## src/mbrtu_pkg.sv

```systemverilog
package mbrtu_pkg;

   localparam logic [7:0]  FnReadCoils   = 8'd1;
   localparam logic [7:0]  FnReadHolding = 8'd3;
   localparam logic [7:0]  FnReadInput   = 8'd4;
   localparam logic [15:0] ReplyBase     = 16'd5;
   localparam logic [15:0] CrcInit       = 16'hFFFF;
   localparam logic [15:0] CrcPoly       = 16'hA001;

   typedef enum logic [2:0] {
      POS_ADDR,
      POS_FUNC,
      POS_REG_HI,
      POS_REG_LO,
      POS_DATA_HI,
      POS_DATA_LO,
      POS_CRC_LO,
      POS_CRC_HI
   } byte_pos_type;

   typedef struct packed {
      logic [7:0]  slave_addr;
      logic [7:0]  func_code;
      logic [15:0] reg_addr;
      logic [15:0] data_word;
      logic        expect_reply;
      logic [15:0] reply_length;
   } frame_fields_type;

endpackage

```

## src/mbrtu_if.sv

```systemverilog
interface mbrtu_req_if;
   logic        valid;
   logic        ready;
   logic [7:0]  slave_addr;
   logic [7:0]  func_code;
   logic [15:0] reg_addr;
   logic [15:0] quantity;
   logic        want_reply;

   modport source (output valid, output slave_addr, output func_code, output reg_addr,
                   output quantity, output want_reply, input ready);
   modport sink (input valid, input slave_addr, input func_code, input reg_addr,
                 input quantity, input want_reply, output ready);
endinterface

interface mbrtu_rsp_if;
   logic        valid;
   logic        ready;
   logic [7:0]  tx_byte;
   logic        last_byte;
   logic        expect_reply;
   logic [15:0] reply_length;

   modport source (output valid, output tx_byte, output last_byte, output expect_reply,
                   output reply_length, input ready);
   modport sink (input valid, input tx_byte, input last_byte, input expect_reply,
                 input reply_length, output ready);
endinterface

```

## src/mbrtu_crc_byte.sv

```systemverilog
module mbrtu_crc_byte (
   input  logic [15:0] crc_cur,
   input  logic [7:0]  data_byte,
   output logic [15:0] crc_next
);

   always_comb begin
      logic [15:0] acc;
      acc = crc_cur ^ {8'h00, data_byte};
      for (int k = 0; k < 8; k++) begin
         if (acc[0]) begin
            acc = (acc >> 1) ^ mbrtu_pkg::CrcPoly;
         end else begin
            acc = acc >> 1;
         end
      end
      crc_next = acc;
   end

endmodule

```

## src/modbus_rtu_request_framer.sv

```systemverilog
// modbus rtu request framer
// req_ch (sink): one request word per accepted transfer: slave address, function
//   code, register address, quantity and the reply-wanted flag
// rsp_ch (source): eight byte words per request in transmission order: address,
//   function, register address hi/lo, data word hi/lo, crc-16 lo/hi; last_byte marks
//   the crc high byte; every word also carries expect_reply and reply_length
// the first byte word passes the request register and the serializer and is then
//   registered in the output register; the byte serializer sends one byte word per
//   cycle while the receiver is ready and folds each header byte into the crc as sent
// a one-deep request register takes the next request while the current frame is
//   still being sent, so frames follow each other with no gap
// when the receiver stalls, the output register holds its word and the serializer
//   waits; req_ch.ready drops once the request register is full
// reset (synchronous, active high) empties the request register, the serializer
//   and the output register; no partial frame is kept
module modbus_rtu_request_framer (
   input logic          clock,
   input logic          reset,
   mbrtu_req_if.sink    req_ch,
   mbrtu_rsp_if.source  rsp_ch
);

   logic                        pend_valid_ff, pend_valid_in;
   mbrtu_pkg::frame_fields_type pend_ff, pend_in;
   logic                        busy_ff, busy_in;
   mbrtu_pkg::frame_fields_type cur_ff, cur_in;
   mbrtu_pkg::byte_pos_type     pos_ff, pos_in;
   logic [15:0]                 crc_ff, crc_in;
   logic                        rsp_valid_ff, rsp_valid_in;
   logic [7:0]                  rsp_byte_ff, rsp_byte_in;
   logic                        rsp_last_ff, rsp_last_in;
   logic                        rsp_expect_ff, rsp_expect_in;
   logic [15:0]                 rsp_len_ff, rsp_len_in;

   logic        req_take;
   logic        issue;
   logic        load_cur;
   logic [7:0]  byte_sel;
   logic [15:0] crc_upd;
   logic [15:0] coil_bytes;

   assign req_ch.ready = !pend_valid_ff;
   assign req_take     = req_ch.valid && req_ch.ready;

   // request decode
   always_comb begin
      coil_bytes = {3'b000, req_ch.quantity[15:3]} + {15'd0, (req_ch.quantity[2:0] != 3'd0)};
      pend_in.slave_addr   = req_ch.slave_addr;
      pend_in.func_code    = req_ch.func_code;
      pend_in.reg_addr     = req_ch.reg_addr;
      pend_in.expect_reply = req_ch.want_reply;
      if (req_ch.func_code == mbrtu_pkg::FnReadCoils) begin
         pend_in.data_word = coil_bytes;
      end else begin
         pend_in.data_word = req_ch.quantity;
      end
      if (!req_ch.want_reply) begin
         pend_in.reply_length = 16'd0;
      end else if (req_ch.func_code == mbrtu_pkg::FnReadCoils) begin
         pend_in.reply_length = mbrtu_pkg::ReplyBase + coil_bytes;
      end else if (req_ch.func_code == mbrtu_pkg::FnReadHolding ||
                   req_ch.func_code == mbrtu_pkg::FnReadInput) begin
         pend_in.reply_length = mbrtu_pkg::ReplyBase + {req_ch.quantity[14:0], 1'b0};
      end else begin
         pend_in.reply_length = mbrtu_pkg::ReplyBase;
      end
   end

   assign issue    = busy_ff && (!rsp_valid_ff || rsp_ch.ready);
   assign load_cur = !busy_ff || (issue && pos_ff == mbrtu_pkg::POS_CRC_HI);

   always_comb begin
      case (pos_ff)
         mbrtu_pkg::POS_ADDR:    byte_sel = cur_ff.slave_addr;
         mbrtu_pkg::POS_FUNC:    byte_sel = cur_ff.func_code;
         mbrtu_pkg::POS_REG_HI:  byte_sel = cur_ff.reg_addr[15:8];
         mbrtu_pkg::POS_REG_LO:  byte_sel = cur_ff.reg_addr[7:0];
         mbrtu_pkg::POS_DATA_HI: byte_sel = cur_ff.data_word[15:8];
         mbrtu_pkg::POS_DATA_LO: byte_sel = cur_ff.data_word[7:0];
         mbrtu_pkg::POS_CRC_LO:  byte_sel = crc_ff[7:0];
         mbrtu_pkg::POS_CRC_HI:  byte_sel = crc_ff[15:8];
         default:                byte_sel = cur_ff.slave_addr;
      endcase
   end

   mbrtu_crc_byte u_crc (
      .crc_cur   (crc_ff),
      .data_byte (byte_sel),
      .crc_next  (crc_upd)
   );

   always_comb begin
      pend_valid_in = pend_valid_ff;
      busy_in       = busy_ff;
      cur_in        = cur_ff;
      pos_in        = pos_ff;
      crc_in        = crc_ff;
      if (issue) begin
         pos_in = mbrtu_pkg::byte_pos_type'(pos_ff + 3'd1);
         if (pos_ff != mbrtu_pkg::POS_CRC_LO && pos_ff != mbrtu_pkg::POS_CRC_HI) begin
            crc_in = crc_upd;
         end
      end
      if (load_cur) begin
         busy_in = pend_valid_ff;
         cur_in  = pend_ff;
         pos_in  = mbrtu_pkg::POS_ADDR;
         crc_in  = mbrtu_pkg::CrcInit;
         if (pend_valid_ff) begin
            pend_valid_in = 1'b0;
         end
      end
      if (req_take) begin
         pend_valid_in = 1'b1;
      end
   end

   always_comb begin
      rsp_valid_in  = rsp_valid_ff;
      rsp_byte_in   = rsp_byte_ff;
      rsp_last_in   = rsp_last_ff;
      rsp_expect_in = rsp_expect_ff;
      rsp_len_in    = rsp_len_ff;
      if (rsp_valid_ff && rsp_ch.ready) begin
         rsp_valid_in = 1'b0;
      end
      if (issue) begin
         rsp_valid_in  = 1'b1;
         rsp_byte_in   = byte_sel;
         rsp_last_in   = (pos_ff == mbrtu_pkg::POS_CRC_HI);
         rsp_expect_in = cur_ff.expect_reply;
         rsp_len_in    = cur_ff.reply_length;
      end
   end

   always_ff @(posedge clock) begin
      if (reset) begin
         pend_valid_ff <= 1'b0;
         busy_ff       <= 1'b0;
         pos_ff        <= mbrtu_pkg::POS_ADDR;
         rsp_valid_ff  <= 1'b0;
      end else begin
         pend_valid_ff <= pend_valid_in;
         busy_ff       <= busy_in;
         pos_ff        <= pos_in;
         rsp_valid_ff  <= rsp_valid_in;
      end
   end

   always_ff @(posedge clock) begin
      if (req_take) begin
         pend_ff <= pend_in;
      end
      cur_ff        <= cur_in;
      crc_ff        <= crc_in;
      rsp_byte_ff   <= rsp_byte_in;
      rsp_last_ff   <= rsp_last_in;
      rsp_expect_ff <= rsp_expect_in;
      rsp_len_ff    <= rsp_len_in;
   end

   assign rsp_ch.valid        = rsp_valid_ff;
   assign rsp_ch.tx_byte      = rsp_byte_ff;
   assign rsp_ch.last_byte    = rsp_last_ff;
   assign rsp_ch.expect_reply = rsp_expect_ff;
   assign rsp_ch.reply_length = rsp_len_ff;

   a_last_marks_crc_hi: assert property (@(posedge clock) disable iff (reset)
      issue && pos_ff == mbrtu_pkg::POS_CRC_HI |=> rsp_valid_ff && rsp_last_ff)
      else $error("crc high byte not marked last");

   a_mid_frame_stays_busy: assert property (@(posedge clock) disable iff (reset)
      issue && pos_ff != mbrtu_pkg::POS_CRC_HI |=> busy_ff && !rsp_last_ff)
      else $error("frame ended early");

   a_pending_starts: assert property (@(posedge clock) disable iff (reset)
      pend_valid_ff && !busy_ff |=> busy_ff && pos_ff == mbrtu_pkg::POS_ADDR)
      else $error("pending request not started");

   a_take_fills_pending: assert property (@(posedge clock) disable iff (reset)
      req_take |=> pend_valid_ff)
      else $error("accepted request lost");

endmodule
```

## src/flat_wrapper.sv

```systemverilog
// flat-port wrapper written by rule: the top's interface ports become plain ports
module modbus_rtu_request_framer_flat 
  (clock, reset, req_ch_valid, req_ch_slave_addr, req_ch_func_code, req_ch_reg_addr, req_ch_quantity, req_ch_want_reply, req_ch_ready, rsp_ch_valid, rsp_ch_tx_byte, rsp_ch_last_byte, rsp_ch_expect_reply, rsp_ch_reply_length, rsp_ch_ready);
  mbrtu_req_if req_ch_i ();
  mbrtu_rsp_if rsp_ch_i ();
  input logic clock;
  input logic reset;
  input wire logic [$bits(req_ch_i.valid)-1:0] req_ch_valid;
  input wire logic [$bits(req_ch_i.slave_addr)-1:0] req_ch_slave_addr;
  input wire logic [$bits(req_ch_i.func_code)-1:0] req_ch_func_code;
  input wire logic [$bits(req_ch_i.reg_addr)-1:0] req_ch_reg_addr;
  input wire logic [$bits(req_ch_i.quantity)-1:0] req_ch_quantity;
  input wire logic [$bits(req_ch_i.want_reply)-1:0] req_ch_want_reply;
  output wire logic [$bits(req_ch_i.ready)-1:0] req_ch_ready;
  output wire logic [$bits(rsp_ch_i.valid)-1:0] rsp_ch_valid;
  output wire logic [$bits(rsp_ch_i.tx_byte)-1:0] rsp_ch_tx_byte;
  output wire logic [$bits(rsp_ch_i.last_byte)-1:0] rsp_ch_last_byte;
  output wire logic [$bits(rsp_ch_i.expect_reply)-1:0] rsp_ch_expect_reply;
  output wire logic [$bits(rsp_ch_i.reply_length)-1:0] rsp_ch_reply_length;
  input wire logic [$bits(rsp_ch_i.ready)-1:0] rsp_ch_ready;
  assign req_ch_i.valid = req_ch_valid;
  assign req_ch_i.slave_addr = req_ch_slave_addr;
  assign req_ch_i.func_code = req_ch_func_code;
  assign req_ch_i.reg_addr = req_ch_reg_addr;
  assign req_ch_i.quantity = req_ch_quantity;
  assign req_ch_i.want_reply = req_ch_want_reply;
  assign req_ch_ready = req_ch_i.ready;
  assign rsp_ch_valid = rsp_ch_i.valid;
  assign rsp_ch_tx_byte = rsp_ch_i.tx_byte;
  assign rsp_ch_last_byte = rsp_ch_i.last_byte;
  assign rsp_ch_expect_reply = rsp_ch_i.expect_reply;
  assign rsp_ch_reply_length = rsp_ch_i.reply_length;
  assign rsp_ch_i.ready = rsp_ch_ready;
  modbus_rtu_request_framer u_core (.clock(clock), .reset(reset), .req_ch(req_ch_i), .rsp_ch(rsp_ch_i));
endmodule
```

## config.mk

```make
export PLATFORM = sky130hd
export DESIGN_NAME = modbus_rtu_request_framer_flat
export DESIGN_NICKNAME = d
export VERILOG_FILES = /design/src/mbrtu_pkg.sv /design/src/mbrtu_if.sv /design/src/mbrtu_crc_byte.sv /design/src/modbus_rtu_request_framer.sv /design/src/flat_wrapper.sv
export SDC_FILE = /design/constraint.sdc
export NUM_CORES = 1
export LEC_CHECK = 0
export ABC_AREA = 1
export BUFFER_PORTS_ARGS = -buffer_cell sky130_fd_sc_hd__buf_2
export CORE_ASPECT_RATIO = 1.4
export CORE_MARGIN = 2
export CORE_UTILIZATION = 50
export DETAILED_ROUTE_END_ITERATION = 10
export HOLD_SLACK_MARGIN = 0.12
export PLACE_DENSITY = 0.68
export SLEW_MARGIN = 25
export SYNTH_ARGS = -nofsm -noshare
export SYNTH_HDL_FRONTEND = slang
export SYNTH_SLANG_ARGS = --single-unit
```

## constraint.sdc

```tcl
create_clock -name clock -period 6.3 [get_ports clock]
set_clock_uncertainty 0.15 [all_clocks]
set_input_delay 0.315 -clock clock [delete_from_list [all_inputs] [get_ports clock]]
set_output_delay 0.315 -clock clock [all_outputs]
set_load 0.01 [all_outputs]
```

==> impl_metrics.ini, run 1 <==
[routing]
drt-initial-drc-count = 315
first_pass_iters = 5
postRouteAntennaNets = 0
drcViolationCount = 0
finalWirelength_mm = 17.0
routed_via_density = 5.22
wl_per_cell_um = 15.9
via_count = 5581

[flow_run]
drv_cap = 0

[critical_path]
cp.required_ns = 6.19
slowest_stage = dfxtp_1
cp-start-kind = flop
crit_family = buffers and inverters
cp_data_arrival_time_ns = 3.21
crit_fanout = 61
cp_num_buf_inv = 2
crit_chain = ha_1 > a21oi_1 > inv_2 > buf_4
cpPeakStageDelay_ns = 0.86
endpoint_kind = flop
critPathKind = reg -> reg

[floorplan]
core_um2 = 15500
dieArea_um2 = 16800
fp.dieW_um = 110
initial_utilization_pct = 50.9
fp-row-count = 54
pin_count = 81
die_h_um = 153

[power]
switchingPower_uw = 632
seqPwrFrac_pct = 51.6
power_density_nw_per_um2 = 289
ir_worst_vdd_mv = 0.164
p_comb_share_pct = 9.6
p_clk_share_pct = 38.8
intPower_uw = 2110
p_sw_share_pct = 23.1
p_leak_uw = 0.00392

[yosys]
synth_flop_cell = edfxtp_1
yosys.cell_types.count = 44
yosys.area_share.simple_pct = 20.2
yosys.area.top_type = edfxtp_1
muxShareOfSynthArea_pct = 0
ys_ff_latch = 178
synth_fa_ha_area_share_pct = 1.59
synthTopCellsByArea = edfxtp_1 (59%), nand2_1 (7.9%), dfxtp_1 (5.6%)
synth_edf_count = 156
netlist_instances = 733
avgSynthCellArea_um2 = 10.7
synth_xor_area_share_pct = 1.11
synth_area_um2 = 7880
synth_top_family_by_area = simple AND/OR/NAND/NOR gates
synth_compound_area_share_pct = 6.54
yosysTopAreaCellShare_pct = 59.5
synth_warnings = 0
ys_seq_area_share_pct = 65.0
synth_nets = 796
ys_async_sr_fraction_pct = 0

[clock_tree]
cts_num_sinks = 178
postCtsHoldBufs = 38
cts_buffers = 17
clk_pin_slew_ns = 0.06
clock_latency_ns = 0.42
cts_tree = yes
cts-root-buf = clkbuf_16
postCtsResizedCells = 0
post_cts_buffers = 0
htreeDepth = 4
cts_max_path_buffers = 2

[global_routing]
grt_pass1_vias = 5624
grt_pass1_wl_mm = 27.5
antenna_found_initial = 0
grt_overflow = 0
track_usage_pct = 21.6
grt_max_degree = 66

[worst_hold_path]
min_path_type = in -> reg

[placement]
gp_congestion = 0.943
place.detailed.hpwl_mm = 12.7
io_buffers = 80

[timing]
max_freq_ghz = 0.301
setup_viol = 0
final_hold_viol_count = 0
slew_violations = 0
relSlewSlack_pct = 35.5
tns_ns = 0
period_share_pct = 52.8
worst_slew_pin_slew_ns = 0.968
min_period_ns = 3.32
rsz0062_at_grt = false
holdWs_ns = 0.148

[run_status]
status = finished, final reports clean

[finish]
drive_gt1_share_pct = 21.6
nets = 924
area_growth_pct = 20.2
n_antenna_cell = 0
placed cells by master (no fill, tap or decap), types with 2 or more instances in the layout:
cell type and count:
nand2_1 165, edfxtp_1 156, inv_1 80, buf_2 80, nand3_1 56, nor2_1 48
dlygate4sd3_1 38, nand2_2 37, o21ai_0 31, a21oi_1 29, dfxtp_1 22, clkbuf_16 17
nor2_2 11, o211ai_1 10, ha_1 10, xor2_1 9, inv_2 8, or2_2 7
buf_4 6, inv_6 5, nand3_2 4, nand4_1 4, nor3_1 3, o21a_1 3
bufinv_16 3, or2_1 2, nor3_2 2, nor4_1 2, o21ai_1 2, a221oi_1 2
o221ai_1 2, a31oi_1 2, clkinv_4 2
registers in the layout, indices dropped and copies added (netlist names):
signal / count
u_core.pend_valid_ff: 1
u_core.rsp_ch.tx_byte: 8
u_core.rsp_ch.reply_length: 16
u_core.rsp_ch.last_byte: 1
u_core.rsp_ch.valid: 1
u_core.cur_ff: 65
u_core.pend_ff: 65
u_core.rsp_ch.expect_reply: 1
u_core.pos_ff: 3
u_core.busy_ff: 1
u_core.crc_ff: 16
synthesized netlist by cell type (6+ instances only):
library cell,count
inv_1,81
dfxtp_1,22
o211ai_1,10
xor2_1,9
nand2_1,165
nor2_2,11
ha_1,10
nand3_1,56
inv_2,6
o21ai_0,31
or2_2,7
nand2_2,37
a21oi_1,29
nor2_1,48
edfxtp_1,156
clkbuf_1,8
kinds of logic after synthesis:
kind of cell	Yosys count
simple gates	345
compound gates	86
xor+xnor	10
flops	178
fa+ha+maj	10
buf+inv	104
per-layer routing:
layer	GRT usage, %	up-vias	share of wire [%]
met5	0	-	0
met4	10.7	0	4.3
met3	4.36	44	4.1
met2	39.3	159	55
met1	22.9	2638	37
li1	-	2740	-
area by class of cell:
cell class,instances,area [µm²]
multi-input cells,451,2320
clock buffers,18,429
inverters,89,347
clock inverters,13,174
well taps,196,245
repair buffers,124,826
flip-flops and latches,178,5120
fillers,1232,6000
worst reg2reg max path, stage by stage, from the launching register on:
cell and delay, ns:
dfxtp_1 0.86, ha_1 0.52, a21oi_1 0.38, inv_2 0.33, buf_4 0.65
metrics by stage:
stage | instances | worst slack (ns) | area (µm²) | power [µW] | util, %
2_1_floorplan | 733 | 2.95 | 7880 | 1590 | -
3_3_place_gp | 1000 | 3.07 | 8480 | 1670 | 54.8
3_5_place_dp | 1000 | 2.92 | 8480 | 1680 | 54.8
4_1_cts | 1069 | 2.92 | 9470 | 2760 | 61.2
5_1_grt | 1069 | 2.76 | 9470 | 2850 | 61.2
6_report | 1069 | 2.98 | 9470 | 2740 | 61.2
path summary, 6_finish.rpt:
| path | startpoint | slack (ns) | cells after the start | endpoint |
|---|---|---|---|---|
| worst min register to register | u_core.cur_ff[7] | 0.26 | 0 | u_core.rsp_ch.reply_length[7] |
| worst max-delay path | u_core.pos_ff[2] | 2.98 | 4 | u_core.cur_ff[24] |
| worst max register to register | u_core.pos_ff[2] | 2.98 | 4 | u_core.cur_ff[24] |
| worst min-delay path | req_ch_quantity[12] | 0.15 | 2 | u_core.pend_ff[29] |
power groups by stage:
| stage | Clock [µW] | Combinational, µW | Sequential, µW |
|---|---|---|---|
| floorplan | 0 | 155 | 1440 |
| detailed placement | 0 | 244 | 1440 |
| finish | 1060 | 262 | 1410 |
| global route | 1130 | 292 | 1420 |
| global placement | 0 | 239 | 1440 |
| CTS | 1090 | 263 | 1410 |
No activity file was read; power rests on OpenSTA's default activity.
==> inputs of run 2 (changes only) <==
--- a/config.mk
+++ b/config.mk
@@ -12,7 +12,7 @@
 export CORE_UTILIZATION = 50
 export DETAILED_ROUTE_END_ITERATION = 10
 export HOLD_SLACK_MARGIN = 0.12
-export PLACE_DENSITY = 0.68
+export PLACE_DENSITY = 0.71
 export SLEW_MARGIN = 25
 export SYNTH_ARGS = -nofsm -noshare
 export SYNTH_HDL_FRONTEND = slang
==> constraint.sdc (replaced) <==
create_clock -name clock -period 3.05 [get_ports clock]
set_clock_uncertainty 0.15 [all_clocks]
set_input_delay 0.1525 -clock clock [delete_from_list [all_inputs] [get_ports clock]]
set_output_delay 0.1525 -clock clock [all_outputs]
set_load 0.01 [all_outputs]
==> impl_metrics.ini, run 2 (synthesis results as in run 1) <==
[critical_path]
critPathKind = in -> reg
cp-start-kind = input port
endpoint_kind = flop
cp.required_ns = 3.08
crit_chain = dlygate4sd3_1 > buf_2 > inv_1 > nand2_1 > ha_1 > ha_1 > nand2_1 > nor2_1 > xor2_1 > inv_1 > nor2_1 > nand4_1 > nand3_1 > o221ai_1 > nand2_1 > inv_1
slowest_stage = dlygate4sd3_1
cpPeakStageDelay_ns = 0.52
crit_fanout = 4
cp_data_arrival_time_ns = 2.87

[routing]
drt-initial-drc-count = 309
via_count = 5641
postRouteAntennaNets = 0
drcViolationCount = 0
wl_per_cell_um = 16.3
routed_via_density = 5.17
first_pass_iters = 5
finalWirelength_mm = 17.8

[clock_tree]
cts_buffers = 17
clk_pin_slew_ns = 0.06
cts-root-buf = clkbuf_16
cts_num_sinks = 178
clock_latency_ns = 0.42
cts_max_path_buffers = 2
cts_tree = yes
htreeDepth = 4

[timing]
period_share_pct = 93.1
holdWs_ns = 0.260
worst_slew_pin_slew_ns = 0.762
slew_violations = 0
min_period_ns = 2.84
final_hold_viol_count = 0
max_freq_ghz = 0.352
setup_viol = 0
relSlewSlack_pct = 49.1

[power]
intPower_uw = 4320
ir_worst_vdd_mv = 0.388
p_comb_share_pct = 10.1
seqPwrFrac_pct = 51.2
p_clk_share_pct = 38.7
p_leak_uw = 0.00403
switchingPower_uw = 1380
power_density_nw_per_um2 = 587
p_sw_share_pct = 24.2

[worst_hold_path]
min_path_type = reg -> reg

[floorplan]
fp.dieW_um = 110
initial_utilization_pct = 50.9
fp-row-count = 54
die_h_um = 153
core_um2 = 15500
dieArea_um2 = 16800
pin_count = 81

[finish]
reg_top3 = u_core.cur_ff x65, u_core.pend_ff x65
mostFrequentLayoutCells = nand2_1 (165), edfxtp_1 (156), inv_1 (80), buf_2 (80), nand3_1 (56)
n_antenna_cell = 0
final_util_pct = 62.8
fin_area_um2 = 9710
finalNonFillerCells = 1091
final_common_cell = nand2_1
area_growth_pct = 23.3
nets = 945
drive_gt1_share_pct = 22.1

[global_routing]
grt_pass1_vias = 5706
grt_pass1_wl_mm = 28.1
grt_max_degree = 64
track_usage_pct = 22.3
busiest_layer = met2
grtUsageMet1_pct = 24.1
antenna_found_initial = 0
grt_use_met2_pct = 41.4
grt_overflow = 0
met3_usage_pct = 4.28

[flow_run]
drv_cap = 0

[placement]
place.detailed.hpwl_mm = 13.3
gp_congestion = 0.914
place_inst = 1004
io_buffers = 80
placed_area_um2 = 8540

[run_status]
status = finished, final reports clean
run 2: changes by cell type in the layout (fill, tap and decap cells not counted), moves of 2 or more:
| cell | delta |
|---|---|
| clkinv_2 | +2 |
| buf_4 | +3 |
| dlygate4sd3_1 | +16 |
| clkinv_4 | -2 |
| buf_12 | +2 |
| inv_8 | +3 |
run 2: stage by stage:
stage	power (µW)	worst slack [ns]	TNS (ns)
final	5700	0.211	0
after global routing	5900	-0.00492	-0.00492
after CTS	5730	0.161	0
after detailed placement	3490	0.278	0
after global placement	3470	0.352	0
after floorplan	3280	0.551	0
run 2: what timing repair did:
action	4_1_cts	5_1_grt
endpoints found under the hold margin	62	0
buffers inserted	0	1
hold buffers	54	0
endpoints found under the setup margin	0	4
resized for setup	0	2
run 2: power groups by stage:
| stage | Sequential (µW) | Clock (µW) | Combinational [µW] |
|---|---|---|---|
| after CTS | 2920 | 2240 | 570 |
| after global routing | 2930 | 2340 | 634 |
| after global placement | 2970 | 0 | 502 |
| after detailed placement | 2970 | 0 | 515 |
| after floorplan | 2960 | 0 | 320 |
| final | 2920 | 2210 | 574 |
run 2: final timing paths:
check / start / to / slack (ns) / depth (start not counted)
setup / recovery: req_ch_quantity[1] / u_core.pend_ff[12] / 0.21 / 16
hold / removal: u_core.pend_ff[46] / u_core.cur_ff[46] / 0.26 / 0
setup reg to reg: u_core.pos_ff[1] / u_core.crc_ff[0] / 0.24 / 17
hold reg to reg: u_core.pend_ff[46] / u_core.cur_ff[46] / 0.26 / 0
run 2: final cells by class:
class,count,area (µm²)
Fill cell,1230,5760
Multi-Input combinational cell,451,2330
Tap cell,196,245
Inverter,89,348
Clock inverter,15,186
Timing Repair Buffer,145,1050
Clock buffer,17,425
Sequential cell,178,5120
run 2: layer usage:
layer	vias to the layer above	wire (µm)
li1	2777	-
met1	2682	6600
met2	149	10100
met3	33	565
met4	0	537
met5	-	0
run 2: critical path: cells and delay by family:
| kind | cells | cell delay (ns) |
|---|---|---|
| XOR/XNOR | 1 | 0.31 |
| AO/OA/AOI/OAI | 1 | 0.13 |
| AND/OR/NAND/NOR | 7 | 0.90 |
| adder cells (fa/ha/maj) | 2 | 0.47 |
| buffers and inverters | 5 | 0.91 |
